[config.mk]
export PLATFORM = sky130hd
export DESIGN_NAME = two_key_gesture_menu_controller
export DESIGN_NICKNAME = d
export VERILOG_FILES = /design/src/tgm_pkg.sv /design/src/tgm_front.sv /design/src/tgm_queue.sv /design/src/tgm_back.sv /design/src/two_key_gesture_menu_controller.sv
export SDC_FILE = /design/constraint.sdc
export NUM_CORES = 2
export LEC_CHECK = 0
export ABC_AREA = 0
export BUFFER_PORTS_ARGS = -buffer_cell sky130_fd_sc_hd__buf_2
export CAP_MARGIN = 20
export CORE_ASPECT_RATIO = 1.4
export CORE_MARGIN = 2
export CORE_UTILIZATION = 35
export CTS_CLUSTER_DIAMETER = 40
export DETAILED_ROUTE_END_ITERATION = 10
export REMOVE_ABC_BUFFERS = 1
export SETUP_SLACK_MARGIN = 0.5
export SYNTH_ARGS = -nofsm -noshare
export SYNTH_HDL_FRONTEND = slang
export SYNTH_HIERARCHICAL = 1
export SYNTH_SLANG_ARGS = --single-unit
[constraint.sdc]
create_clock -name clk -period 17.15 [get_ports clk]
set_clock_uncertainty 0.2 [all_clocks]
set_input_delay 0.8575 -clock clk [delete_from_list [all_inputs] [get_ports clk]]
set_output_delay 0.8575 -clock clk [all_outputs]
set_load 0.01 [all_outputs]
[src/tgm_pkg.sv]
// Shared types, constants and helpers for the two-key gesture menu controller.
`default_nettype none
package tgm_pkg;

	localparam int AGENT_SLOTS = 4;
	localparam int NAV_ENTRIES = 4;
	localparam int CMD_SLOTS   = 8;
	localparam int MAX_EV      = 4;

	// configuration register indexes
	localparam logic [2:0] CFG_DEBOUNCE  = 3'd0;
	localparam logic [2:0] CFG_MIC_HOLD  = 3'd1;
	localparam logic [2:0] CFG_DBL_WIN   = 3'd2;
	localparam logic [2:0] CFG_LONG      = 3'd3;
	localparam logic [2:0] CFG_TIMEOUT   = 3'd4;
	localparam logic [2:0] CFG_AGENTS    = 3'd5;
	localparam logic [2:0] CFG_CUR_AGENT = 3'd6;

	// event codes
	localparam logic [3:0] EV_NONE     = 4'd0;
	localparam logic [3:0] EV_SEND     = 4'd1;
	localparam logic [3:0] EV_ESCAPE   = 4'd2;
	localparam logic [3:0] EV_MIC_DN   = 4'd3;
	localparam logic [3:0] EV_MIC_UP   = 4'd4;
	localparam logic [3:0] EV_AGENT    = 4'd5;
	localparam logic [3:0] EV_NO_AGENT = 4'd6;
	localparam logic [3:0] EV_APPROVE  = 4'd7;
	localparam logic [3:0] EV_DECLINE  = 4'd8;
	localparam logic [3:0] EV_FORK     = 4'd9;
	localparam logic [3:0] EV_FAST     = 4'd10;
	localparam logic [3:0] EV_NAV      = 4'd11;

	// control center slots
	localparam logic [2:0] CC_AGENT    = 3'd0;
	localparam logic [2:0] CC_APPROVE  = 3'd1;
	localparam logic [2:0] CC_DECLINE  = 3'd2;
	localparam logic [2:0] CC_FORK     = 3'd3;
	localparam logic [2:0] CC_FAST     = 3'd4;
	localparam logic [2:0] CC_NAV      = 3'd5;
	localparam logic [2:0] CC_USAGE    = 3'd6;
	localparam logic [2:0] CC_SETTINGS = 3'd7;

	localparam logic [31:0] HALF_RANGE = 32'h8000_0000;

	typedef enum logic [2:0] {
		M_HOME     = 3'd0,
		M_CC       = 3'd1,
		M_AGENT    = 3'd2,
		M_NAV      = 3'd3,
		M_USAGE    = 3'd4,
		M_SETTINGS = 3'd5,
		M_DECLINE  = 3'd6
	} mode_t;

	typedef enum logic [2:0] {
		PH_IDLE,
		PH_SPECIAL,
		PH_KEYB,
		PH_KEYA,
		PH_HOLDA,
		PH_HOLDB,
		PH_SEND,
		PH_PUSH
	} phase_t;

	typedef struct packed {
		logic [3:0] code;
		logic [2:0] val;
	} ev_t;

	typedef struct packed {
		mode_t       mode;
		logic [2:0]  menu;
		logic [2:0]  sub;
		logic [15:0] rev;
	} view_t;

	// one poll's worth of results
	typedef struct packed {
		ev_t [MAX_EV-1:0] ev;
		logic [2:0]       cnt;
		view_t            view;
	} bundle_t;

	// front state, index 0 key one, index 1 key two
	typedef struct packed {
		logic [1:0]       raw;
		logic [1:0]       stb;
		logic [1:0]       ld;
		logic [1:0]       pc;
		logic [1:0][31:0] rct;
		logic [1:0][31:0] pt;
		mode_t            mode;
		logic [2:0]       menu;
		logic [2:0]       sub;
		logic [15:0]      rev;
		logic [31:0]      od;
		logic [31:0]      sd;
		logic             sp;
		logic             dc;
		logic             mic;
		logic             started;
	} fst_t;

	// wrapping step over n entries
	function automatic logic [2:0] wrap_step(logic [2:0] cur, logic back, logic [3:0] n);
		logic [3:0] x;
		x = back ? ({1'b0, cur} + n - 4'd1) : ({1'b0, cur} + 4'd1);
		if (x >= n)
			x = x - n;
		return x[2:0];
	endfunction

	// wrap-safe time compare
	function automatic logic reached(logic [31:0] t, logic [31:0] dl);
		logic [31:0] d;
		d = t - dl;
		return d < HALF_RANGE;
	endfunction

endpackage
`default_nettype wire

[src/tgm_front.sv]
// Front part: takes polls, debounces keys and runs the gesture/menu sequencer.
`default_nettype none
module tgm_front (
	input  wire logic            clk,
	input  wire logic            arst_n,
	input  wire logic            in_valid,
	output logic                 in_ready,
	input  wire logic            cmd,
	input  wire logic [31:0]     now,
	input  wire logic            key1_level,
	input  wire logic            key2_level,
	input  wire logic            cfg_we,
	input  wire logic [2:0]      cfg_index,
	input  wire logic [15:0]     cfg_data,
	output logic                 q_push,
	input  wire logic            q_ready,
	output tgm_pkg::bundle_t     q_data
);
	import tgm_pkg::*;

	logic [15:0] db_q, mht_q, dcw_q, lpt_q, mto_q;
	logic [3:0]  mask_q;
	logic [1:0]  cur_agent_q;

	phase_t phase_q, phase_d;
	fst_t   st_q, st_d;
	ev_t [MAX_EV-1:0] ev_q, ev_d;
	logic [2:0] cnt_q, cnt_d;

	logic        cmd_s1, k1_s1, k2_s1;
	logic [31:0] now_s1, nowt_s1, nows_s1;
	logic        take;

	function automatic logic assigned(logic [2:0] a, logic [3:0] m);
		return ({1'b0, a} < 4'(AGENT_SLOTS)) && (a < 3'd4) && m[a[1:0]];
	endfunction

	assign in_ready = (phase_q == PH_IDLE) || (phase_q == PH_PUSH && q_ready);
	assign take = in_valid && in_ready;

	// configuration registers
	always_ff @(posedge clk or negedge arst_n) begin
		if (!arst_n) begin
			db_q <= 16'd25;
			mht_q <= 16'd250;
			dcw_q <= 16'd250;
			lpt_q <= 16'd500;
			mto_q <= 16'd8000;
			mask_q <= 4'd0;
			cur_agent_q <= 2'd0;
		end else if (cfg_we) begin
			case (cfg_index)
				CFG_DEBOUNCE: db_q <= cfg_data;
				CFG_MIC_HOLD: mht_q <= cfg_data;
				CFG_DBL_WIN: dcw_q <= cfg_data;
				CFG_LONG: lpt_q <= cfg_data;
				CFG_TIMEOUT: mto_q <= cfg_data;
				CFG_AGENTS: mask_q <= cfg_data[3:0] & 4'((1 << AGENT_SLOTS) - 1);
				CFG_CUR_AGENT: begin
					if ({1'b0, cfg_data[1:0]} < 4'(AGENT_SLOTS))
						cur_agent_q <= cfg_data[1:0];
				end
				default: ;
			endcase
		end
	end

	// poll capture, with both deadline sums precomputed
	always_ff @(posedge clk) begin
		if (take) begin
			cmd_s1 <= cmd;
			k1_s1 <= key1_level;
			k2_s1 <= key2_level;
			now_s1 <= now;
			nowt_s1 <= now + {16'd0, mto_q};
			nows_s1 <= now + {16'd0, dcw_q};
		end
	end

	always_ff @(posedge clk or negedge arst_n) begin
		if (!arst_n) begin
			phase_q <= PH_IDLE;
			st_q <= '0;
			ev_q <= '0;
			cnt_q <= '0;
		end else begin
			phase_q <= phase_d;
			st_q <= st_d;
			ev_q <= ev_d;
			cnt_q <= cnt_d;
		end
	end

	// sequencer: one step of the poll per cycle, holding in the push step while the queue is full
	always_comb begin
		logic        kk, lvl, chg, used, wl, go, e_en, do_step, step_back, found_ok;
		mode_t       gm;
		logic [3:0]  e_code;
		logic [2:0]  e_val, found, v;
		logic [1:0]  bumps;
		logic [31:0] el;
		logic [3:0]  s;
		logic        ch;

		st_d = st_q;
		ev_d = ev_q;
		cnt_d = cnt_q;
		phase_d = phase_q;
		go = 1'b0;
		gm = M_HOME;
		e_en = 1'b0;
		e_code = EV_NONE;
		e_val = 3'd0;
		do_step = 1'b0;
		step_back = 1'b0;
		bumps = 2'd0;
		kk = 1'b0;
		lvl = 1'b0;
		chg = 1'b0;
		used = 1'b0;
		wl = 1'b0;
		el = '0;
		found = 3'd0;
		found_ok = 1'b0;
		s = '0;
		v = '0;
		ch = 1'b0;
		q_push = 1'b0;
		q_data = '0;

		unique case (phase_q)
			PH_IDLE: ;
			PH_SPECIAL: begin
				if (cmd_s1) begin
					st_d.mic = 1'b0;
					st_d.sp = 1'b0;
					st_d.sd = '0;
					st_d.dc = 1'b0;
					st_d.pc = st_q.stb;
					go = 1'b1;
					gm = M_HOME;
				end else begin
					st_d = '0;
					st_d.raw = {k2_s1, k1_s1};
					st_d.stb = {k2_s1, k1_s1};
					st_d.rct[0] = now_s1;
					st_d.rct[1] = now_s1;
					st_d.pt[0] = now_s1;
					st_d.pt[1] = now_s1;
					st_d.started = 1'b1;
				end
				phase_d = PH_PUSH;
			end
			PH_KEYB, PH_KEYA: begin
				kk = (phase_q == PH_KEYB);
				lvl = kk ? k2_s1 : k1_s1;
				chg = (lvl != st_q.raw[kk]);
				if (chg) begin
					st_d.raw[kk] = lvl;
					st_d.rct[kk] = now_s1;
				end
				el = chg ? 32'd0 : (now_s1 - st_q.rct[kk]);
				if (st_d.stb[kk] != st_d.raw[kk] && el >= {16'd0, db_q}) begin
					st_d.stb[kk] = st_d.raw[kk];
					if (st_d.raw[kk]) begin
						// press
						st_d.pt[kk] = now_s1;
						st_d.ld[kk] = 1'b0;
						st_d.pc[kk] = 1'b0;
						if (st_d.mode != M_HOME)
							st_d.od = nowt_s1;
						if (!kk) begin
							if (st_d.mode == M_HOME) begin
								if (st_d.sp) begin
									st_d.sp = 1'b0;
									st_d.sd = '0;
									st_d.dc = 1'b1;
								end else begin
									st_d.dc = 1'b0;
								end
							end else if (st_d.mode == M_DECLINE) begin
								st_d.pc[0] = 1'b1;
								go = 1'b1;
								gm = M_CC;
							end
						end
					end else begin
						// release
						wl = st_q.ld[kk];
						used = st_q.pc[kk];
						if (!kk) begin
							if (st_d.mic) begin
								st_d.mic = 1'b0;
								st_d.dc = 1'b0;
								e_en = 1'b1;
								e_code = EV_MIC_UP;
							end else if (st_d.mode == M_HOME && !used) begin
								if (st_d.dc) begin
									st_d.dc = 1'b0;
									st_d.sd = '0;
									e_en = 1'b1;
									e_code = EV_ESCAPE;
								end else begin
									st_d.sp = 1'b1;
									st_d.sd = nows_s1;
								end
							end else if (!wl && !used) begin
								do_step = 1'b1;
							end
						end else if (st_d.mode == M_DECLINE) begin
							if (!used) begin
								e_en = 1'b1;
								e_code = EV_DECLINE;
								go = 1'b1;
								gm = M_CC;
							end
						end else if (!wl && !used) begin
							if (st_d.mode == M_HOME) begin
								// next assigned agent after the current one
								for (int off = AGENT_SLOTS; off >= 1; off--) begin
									s = {2'd0, cur_agent_q} + 4'(off);
									if (s >= 4'(AGENT_SLOTS))
										s = s - 4'(AGENT_SLOTS);
									if (assigned(s[2:0], mask_q)) begin
										found_ok = 1'b1;
										found = s[2:0];
									end
								end
								e_en = 1'b1;
								e_code = found_ok ? EV_AGENT : EV_NO_AGENT;
								e_val = found_ok ? found : 3'd0;
							end else if (st_d.mode == M_CC) begin
								case (st_d.menu)
									CC_AGENT: begin
										v = {1'b0, cur_agent_q};
										if (st_d.sub != v) begin
											st_d.sub = v;
											bumps = bumps + 2'd1;
										end
										go = 1'b1;
										gm = M_AGENT;
									end
									CC_APPROVE: begin
										e_en = 1'b1;
										e_code = EV_APPROVE;
										st_d.od = nowt_s1;
									end
									CC_DECLINE: begin
										go = 1'b1;
										gm = M_DECLINE;
									end
									CC_FORK: begin
										e_en = 1'b1;
										e_code = EV_FORK;
										st_d.od = nowt_s1;
									end
									CC_FAST: begin
										e_en = 1'b1;
										e_code = EV_FAST;
										st_d.od = nowt_s1;
									end
									CC_NAV: begin
										if (st_d.sub != 3'd0) begin
											st_d.sub = 3'd0;
											bumps = bumps + 2'd1;
										end
										go = 1'b1;
										gm = M_NAV;
									end
									CC_USAGE: begin
										go = 1'b1;
										gm = M_USAGE;
									end
									default: begin
										go = 1'b1;
										gm = M_SETTINGS;
									end
								endcase
							end else if (st_d.mode == M_AGENT) begin
								e_en = 1'b1;
								e_code = assigned(st_d.sub, mask_q) ? EV_AGENT : EV_NO_AGENT;
								e_val = st_d.sub;
								st_d.od = nowt_s1;
							end else if (st_d.mode == M_NAV) begin
								e_en = 1'b1;
								e_code = EV_NAV;
								e_val = st_d.sub;
								st_d.od = nowt_s1;
							end
						end
					end
				end
				phase_d = kk ? PH_KEYA : PH_HOLDA;
			end
			PH_HOLDA: begin
				el = now_s1 - st_q.pt[0];
				if (st_d.mode == M_HOME && st_d.stb[0] && !st_d.pc[0] && !st_d.mic &&
				    el >= {16'd0, mht_q}) begin
					st_d.sp = 1'b0;
					st_d.sd = '0;
					st_d.dc = 1'b0;
					st_d.mic = 1'b1;
					e_en = 1'b1;
					e_code = EV_MIC_DN;
				end
				if (st_d.stb[0] && !st_d.ld[0] && el >= {16'd0, lpt_q}) begin
					st_d.ld[0] = 1'b1;
					if (!st_d.pc[0] && st_d.mode != M_HOME) begin
						do_step = 1'b1;
						step_back = 1'b1;
					end
				end
				phase_d = PH_HOLDB;
			end
			PH_HOLDB: begin
				el = now_s1 - st_q.pt[1];
				if (st_d.stb[1] && !st_d.ld[1] && el >= {16'd0, lpt_q}) begin
					st_d.ld[1] = 1'b1;
					if (st_d.mode == M_HOME) begin
						st_d.pc[1] = 1'b1;
						go = 1'b1;
						gm = M_CC;
					end else if (st_d.mode != M_DECLINE) begin
						st_d.pc[1] = 1'b1;
						go = 1'b1;
						gm = (st_d.mode == M_CC) ? M_HOME : M_CC;
					end
				end
				phase_d = PH_SEND;
			end
			PH_SEND: begin
				// committed single click
				if (st_d.sp && reached(now_s1, st_d.sd) &&
				    !(st_d.raw[0] && !st_d.stb[0] && reached(st_d.sd, st_d.rct[0]))) begin
					st_d.sp = 1'b0;
					st_d.sd = '0;
					e_en = 1'b1;
					e_code = EV_SEND;
				end
				phase_d = PH_PUSH;
				// overlay timeout follows in the same step; it depends on the mode, od and the poll time
				if (st_d.mode != M_HOME && st_d.od != 32'd0 && reached(now_s1, st_d.od)) begin
					if (st_d.stb[1])
						st_d.pc[1] = 1'b1;
					go = 1'b1;
					gm = M_HOME;
				end
			end
			PH_PUSH: begin
				q_push = 1'b1;
				q_data.ev = ev_q;
				q_data.cnt = cnt_q;
				if (cnt_q == 3'd0) begin
					q_data.ev[0] = '{code: EV_NONE, val: 3'd0};
					q_data.cnt = 3'd1;
				end
				q_data.view = '{mode: st_q.mode, menu: st_q.menu, sub: st_q.sub,
					rev: st_q.rev};
				if (q_ready)
					phase_d = PH_IDLE;
			end
			default: phase_d = PH_IDLE;
		endcase

		// menu stepping
		if (do_step) begin
			if (st_d.mode == M_CC) begin
				v = wrap_step(st_d.menu, step_back, 4'(CMD_SLOTS));
				if (st_d.menu != v) begin
					st_d.menu = v;
					bumps = bumps + 2'd1;
				end
			end else if (st_d.mode == M_AGENT || st_d.mode == M_NAV) begin
				v = wrap_step(st_d.sub, step_back,
					(st_d.mode == M_AGENT) ? 4'(AGENT_SLOTS) : 4'(NAV_ENTRIES));
				if (st_d.sub != v) begin
					st_d.sub = v;
					bumps = bumps + 2'd1;
				end
			end
			if (st_d.mode != M_HOME)
				st_d.od = nowt_s1;
		end

		// mode change
		if (go) begin
			ch = (st_d.mode != gm);
			st_d.mode = gm;
			if (gm == M_CC && st_d.menu != 3'd0) begin
				st_d.menu = 3'd0;
				ch = 1'b1;
			end
			if (ch)
				bumps = bumps + 2'd1;
			st_d.od = (gm != M_HOME) ? nowt_s1 : 32'd0;
		end
		st_d.rev = st_d.rev + {14'd0, bumps};

		// event capture
		if (e_en && cnt_d < 3'(MAX_EV)) begin
			ev_d[cnt_d[1:0]] = '{code: e_code, val: e_val};
			cnt_d = cnt_d + 3'd1;
		end

		// next poll
		if (take) begin
			ev_d = '0;
			cnt_d = '0;
			phase_d = (cmd || !st_q.started) ? PH_SPECIAL : PH_KEYB;
		end
	end

endmodule
`default_nettype wire

[src/tgm_queue.sv]
// Two-entry queue of per-poll result bundles between front and back.
`default_nettype none
module tgm_queue (
	input  wire logic             clk,
	input  wire logic             arst_n,
	input  wire logic             push,
	output logic                  push_ready,
	input  wire tgm_pkg::bundle_t push_data,
	output logic                  pop_valid,
	input  wire logic             pop,
	output tgm_pkg::bundle_t      pop_data
);
	import tgm_pkg::*;

	bundle_t mem [2];
	logic    wr_q, rd_q;
	logic [1:0] cnt_q;
	logic    do_push, do_pop;

	assign push_ready = (cnt_q != 2'd2);
	assign pop_valid = (cnt_q != 2'd0);
	assign do_push = push && push_ready;
	assign do_pop = pop && pop_valid;
	assign pop_data = mem[rd_q];

	always_ff @(posedge clk) begin
		if (do_push)
			mem[wr_q] <= push_data;
	end

	// pointers and fill count
	always_ff @(posedge clk or negedge arst_n) begin
		if (!arst_n) begin
			wr_q <= 1'b0;
			rd_q <= 1'b0;
			cnt_q <= 2'd0;
		end else begin
			if (do_push)
				wr_q <= ~wr_q;
			if (do_pop)
				rd_q <= ~rd_q;
			cnt_q <= cnt_q + {1'b0, do_push} - {1'b0, do_pop};
		end
	end

endmodule
`default_nettype wire

[src/tgm_back.sv]
// Back part: unpacks a poll's bundle into result beats, one per cycle while out_ready is high.
`default_nettype none
module tgm_back (
	input  wire logic             clk,
	input  wire logic             arst_n,
	input  wire logic             q_valid,
	output logic                  q_pop,
	input  wire tgm_pkg::bundle_t q_data,
	output logic                  out_valid,
	input  wire logic             out_ready,
	output logic [3:0]            event_code,
	output logic [2:0]            event_value,
	output logic [2:0]            view_mode,
	output logic [2:0]            menu_position,
	output logic [2:0]            submenu_position,
	output logic [15:0]           view_revision,
	output logic                  last_of_run
);
	import tgm_pkg::*;

	bundle_t    cur_q;
	logic       have_q;
	logic [1:0] idx_q;
	logic       fire;

	assign last_of_run = ({1'b0, idx_q} == (cur_q.cnt - 3'd1));
	assign out_valid = have_q;
	assign fire = out_valid && out_ready;
	assign q_pop = q_valid && (!have_q || (fire && last_of_run));

	assign event_code = cur_q.ev[idx_q].code;
	assign event_value = cur_q.ev[idx_q].val;
	assign view_mode = cur_q.view.mode;
	assign menu_position = cur_q.view.menu;
	assign submenu_position = cur_q.view.sub;
	assign view_revision = cur_q.view.rev;

	always_ff @(posedge clk) begin
		if (q_pop)
			cur_q <= q_data;
	end

	// beat sequencing
	always_ff @(posedge clk or negedge arst_n) begin
		if (!arst_n) begin
			have_q <= 1'b0;
			idx_q <= 2'd0;
		end else if (q_pop) begin
			have_q <= 1'b1;
			idx_q <= 2'd0;
		end else if (fire) begin
			if (last_of_run)
				have_q <= 1'b0;
			else
				idx_q <= idx_q + 2'd1;
		end
	end

endmodule
`default_nettype wire

[src/two_key_gesture_menu_controller.sv]
// Flow: an accepted poll runs two key steps, two hold steps, the send/timeout step and the push;
// cancel and first poll run the special step and the push. The front takes a new poll only when
// idle or in the last one's push step, and a full two-bundle queue holds it in that push step. A
// pushed bundle is registered in the queue and then in the back before its first beat is valid;
// the back emits one beat per cycle while out_ready is high, 1 to 4 beats per poll.
// Reset: arst_n clears all gesture and view state, empties the queue, loads register defaults.
`default_nettype none
module two_key_gesture_menu_controller (
	input  wire logic        clk,
	input  wire logic        arst_n,
	input  wire logic        in_valid,
	output logic             in_ready,
	input  wire logic        cmd,
	input  wire logic [31:0] now,
	input  wire logic        key1_level,
	input  wire logic        key2_level,
	input  wire logic        cfg_we,
	input  wire logic [2:0]  cfg_index,
	input  wire logic [15:0] cfg_data,
	output logic             out_valid,
	input  wire logic        out_ready,
	output logic [3:0]       event_code,
	output logic [2:0]       event_value,
	output logic [2:0]       view_mode,
	output logic [2:0]       menu_position,
	output logic [2:0]       submenu_position,
	output logic [15:0]      view_revision,
	output logic             last_of_run
);
	import tgm_pkg::*;

	logic    f_push, f_ready, b_valid, b_pop;
	bundle_t f_data, b_data;

	tgm_front u_front (
		.clk, .arst_n, .in_valid, .in_ready, .cmd, .now, .key1_level, .key2_level,
		.cfg_we, .cfg_index, .cfg_data,
		.q_push(f_push), .q_ready(f_ready), .q_data(f_data)
	);

	tgm_queue u_queue (
		.clk, .arst_n,
		.push(f_push), .push_ready(f_ready), .push_data(f_data),
		.pop_valid(b_valid), .pop(b_pop), .pop_data(b_data)
	);

	tgm_back u_back (
		.clk, .arst_n,
		.q_valid(b_valid), .q_pop(b_pop), .q_data(b_data),
		.out_valid, .out_ready, .event_code, .event_value, .view_mode,
		.menu_position, .submenu_position, .view_revision, .last_of_run
	);

endmodule
`default_nettype wire

==> reports/results.tsv <==
stage	metric	value	unit
route	# DRC	0	
logic_synthesis	count leader, synth	nand2_1	
cts	clk sinks	623	
logic_synthesis	Post-synth EDFFs	267	
die	Die X	277.8	µm
timing	Hold WS	0.1559	ns
logic_synthesis	Ys Warns	6	
worst_hold_path	HP Start	key2_level	
logic_synthesis	largest area contributor in the netlist	dfrtp_1	
logic_synthesis	most frequent cells after synthesis	nand2_1 (364), dfrtp_1 (329), o21ai_0 (301)	
worst_hold_path	hold worst-path end	u_front/k2_s1$_DFFE_PP_	
power	VDD IR max	84.52	µV
timing	fmax	118.0	MHz
cts	CTS Buffer Depth	3	
setup_path	Reg2Reg Depth	28	
placed_design	routability cong.	0.9116	
setup_path	worst-path fanout max	33	
run	Max Cap Violations	0	
setup_path	Crit-path slowest cell	dfrtp_1	
final_layout	post-layout instance area	41980	µm²
logic_synthesis	post-synthesis xor/xnor area fraction	0.03434	
power	cell area power density	187.4	nW/µm²
timing	Final period util	0.4941	
timing	Slew Limit Headroom	0.2675	
cts	CTS tree	built	
die	num ports	94	
die	initial cell density of the core	0.3530	
cts	CTS Buf Count	93	
placed_design	IO buf count	93	
logic_synthesis	Main synth FF type	dfrtp_1	
power	leak pwr	17.47	nW
route	initial drt markers	1465	
setup_path	crit-path max cell delay	0.68	ns
logic_synthesis	top post-synthesis cells by area	dfrtp_1 (22%), edfxtp_1 (22%), ha_1 (10%)	
worst_hold_path	Hold Crit Class	input pin to flip-flop	
logic_synthesis	area share of the largest cell type after synthesis	0.2242	
setup_path	Worst Setup End Kind	flip-flop	
route	drt wl/cell	19.48	µm
global_routing	first-pass GRT wire length	156.3	mm
final_layout	fill count	10170	
logic_synthesis	Yosys reg bits	623	
logic_synthesis	Distinct cells, synth	101	
timing	Slew Limit Fails	0	
setup_path	most used cell, CP	a21o_1	
global_routing	largest net degree at the start of global routing	137	
global_routing	Total Routing Usage GR	0.1859	
timing	Tightest Pin Transition	1.089	ns
die	DIE AREA	107600	µm²
global_routing	total grt overflow	0	
setup_path	reg2reg setup slack	8.68	ns
final_layout	Final Net Count	4043	
setup_path	Reg-to-Reg Start	u_front/phase_q[1]$_DFFE_PN0P_	
timing	Final min period	8.474	ns
setup_path	CP Launch Type	flip-flop	
die	Core Footprint	104100	µm²
placed_design	pre-CTS WS	8.786	ns
global_routing	vias in the first global route	27440	
logic_synthesis	syn_area_per_cell	10.23	µm²
cts	clk slew on worst S/H paths	0.06	ns
logic_synthesis	Post-synth ARST share	0.5714	
route	DRT Wirelength	99.54	mm
timing	Setup Viol. Count Final	0	
setup_path	critical path class	flip-flop to flip-flop	
die	Rows	140	
logic_synthesis	Seq/Total Area, Yosys	0.4618	
logic_synthesis	largest family of logic cells by synthesized area	compound AO/OA/AOI/OAI gates	
setup_path	Worst EP required	17.52	ns
die	DIE HEIGHT	387.3	µm
cts	H-tree depth	3	
route	drt first pass iters	5	
logic_synthesis	complex-gate fraction of the synthesized area	0.1570	
placed_design	Placed Area	38630	µm²
final_layout	Area Overhead vs Synth	14.30	%
cts	cts repair resizes	0	
logic_synthesis	simple-gate portion of the synthesized area	0.1295	
setup_path	RR Endpoint	u_front/st_q[82]$_DFF_PN0_	
route	Antenna Nets Post-Route	0	
timing	RSZ-0062 raised after global routing	false	
final_layout	layout cells sized above 1	0.1434	
placed_design	Post-DP HPWL	74.20	mm
outcome	outcome	finished, final reports clean	
timing	setup TNS	0	ns
route	routed vias	26920	
cts	CTS Hold Bufs	1	
timing	PnR worst setup slack	8.676	ns
logic_synthesis	Post-Synth Adder-Cell Area	0.1045	
power	PnR Total Power	7.865	mW
global_routing	initial antenna violation count	3	
cts	postcts setup bufs	0	
logic_synthesis	Post-Syn Instances	3589	
logic_synthesis	Cell Area, Synth	36730	µm²
timing	Hold Fails Final Rpt	0	
worst_hold_path	Worst Hold Depth	1	
logic_synthesis	mux contribution to synthesized area	0.06306	
cts	clk_lat worst skew	0.69	ns
cts	root buffer cell	clkbuf_16	
setup_path	CP arrival	8.84	ns
route	vias per inst	5.269	
==> power by group <==
group / internal (mW) / switching, mW
Combinational: 1.41 / 2.19
Clock: 1.22 / 0.753
Sequential: 2.03 / 0.263
==> worst max path at each step <==
stage,startpoint,to,slack [ns]
global route,u_front/phase_q[1]$_DFFE_PN0P_,u_front/st_q[82]$_DFF_PN0_,8.28
floorplan,u_front/phase_q[2]$_DFFE_PN0P_,u_front/st_q[82]$_DFF_PN0_,8.88
detailed placement,u_front/phase_q[1]$_DFFE_PN0P_,u_front/st_q[82]$_DFF_PN0_,8.79
finish,u_front/phase_q[1]$_DFFE_PN0P_,u_front/st_q[82]$_DFF_PN0_,8.68
global placement,u_front/phase_q[1]$_DFFE_PN0P_,u_front/st_q[82]$_DFF_PN0_,8.88
CTS,u_front/phase_q[1]$_DFFE_PN0P_,u_front/st_q[82]$_DFF_PN0_,8.81
==> cell usage in the layout (no fill, tap or decap), types with 91 or more instances in the layout <==
cell type	count
a21o_1	91
a21oi_1	176
buf_2	92
clkbuf_16	95
dfrtp_1	328
edfxtp_1	267
ha_1	297
inv_1	285
mux2_2	120
nand2_1	363
nand3_1	120
nor2_1	173
o21ai_0	301
xnor2_1	92
==> sequential cells by signal (all words and copies together) (netlist names), 4 cells and up, named ones only <==
register	count
u_front/st_q	228
u_queue/mem	112
u_front/now_s1	32
u_front/nows_s1	32
u_front/nowt_s1	32
u_back/cur_q	31
u_front/ev_q	28
u_back/view_revision	16
u_front/db_q	16
u_front/dcw_q	16
u_front/lpt_q	16
u_front/mht_q	16
u_front/mto_q	16
u_front/mask_q	4
==> final cells by class <==
class,instances,area (µm²),area share
well taps,1349,1688,0.04021
diodes,1,2.502,0.00005961
clock inverters,60,764.5,0.01821
repair buffers,147,928.4,0.02212
inverters,287,1077,0.02566
flip-flops and latches,623,16960,0.4041
multi-input cells,2529,18030,0.4294
clock buffers,114,2529,0.06024
==> worst max-delay path: cells and delay by family (launching register included) <==
family | cells | cell delay (ns)
AO/OA/AOI/OAI | 12 | 3.05
multiplexers | 1 | 0.47
XOR/XNOR | 2 | 0.29
flip-flops | 1 | 0.68
buffers and inverters | 2 | 0.76
AND/OR/NAND/NOR | 8 | 1.94
adder cells (fa/ha/maj) | 3 | 0.97
==> kinds of logic after synthesis <==
group | Yosys count
AOI/OAI and AO/OA | 886
xor gates and xnor gates | 144
adders and majority gates | 303
buffers and inverters | 437
DFF | 623
muxes | 206
and+or+nand+nor | 990
==> metrics by stage <==
stage / cells / utilization
global route: 5109 / 0.4034
detailed placement: 4932 / 0.3713
floorplan: 3439 / -
global placement: 4931 / 0.3711
CTS: 5107 / 0.4030
finish: 5110 / 0.4034
==> metal layers <==
| metal | part of all wire | track usage | up-vias |
|---|---|---|---|
| met5 | 0.00018 | 0 | - |
| met4 | 0.048 | 0.09317 | 4 |
| met3 | 0.031 | 0.02437 | 200 |
| met2 | 0.53 | 0.3492 | 524 |
| met1 | 0.39 | 0.2028 | 13090 |
| li1 | - | - | 13110 |
(Power assumes the default switching activity.)
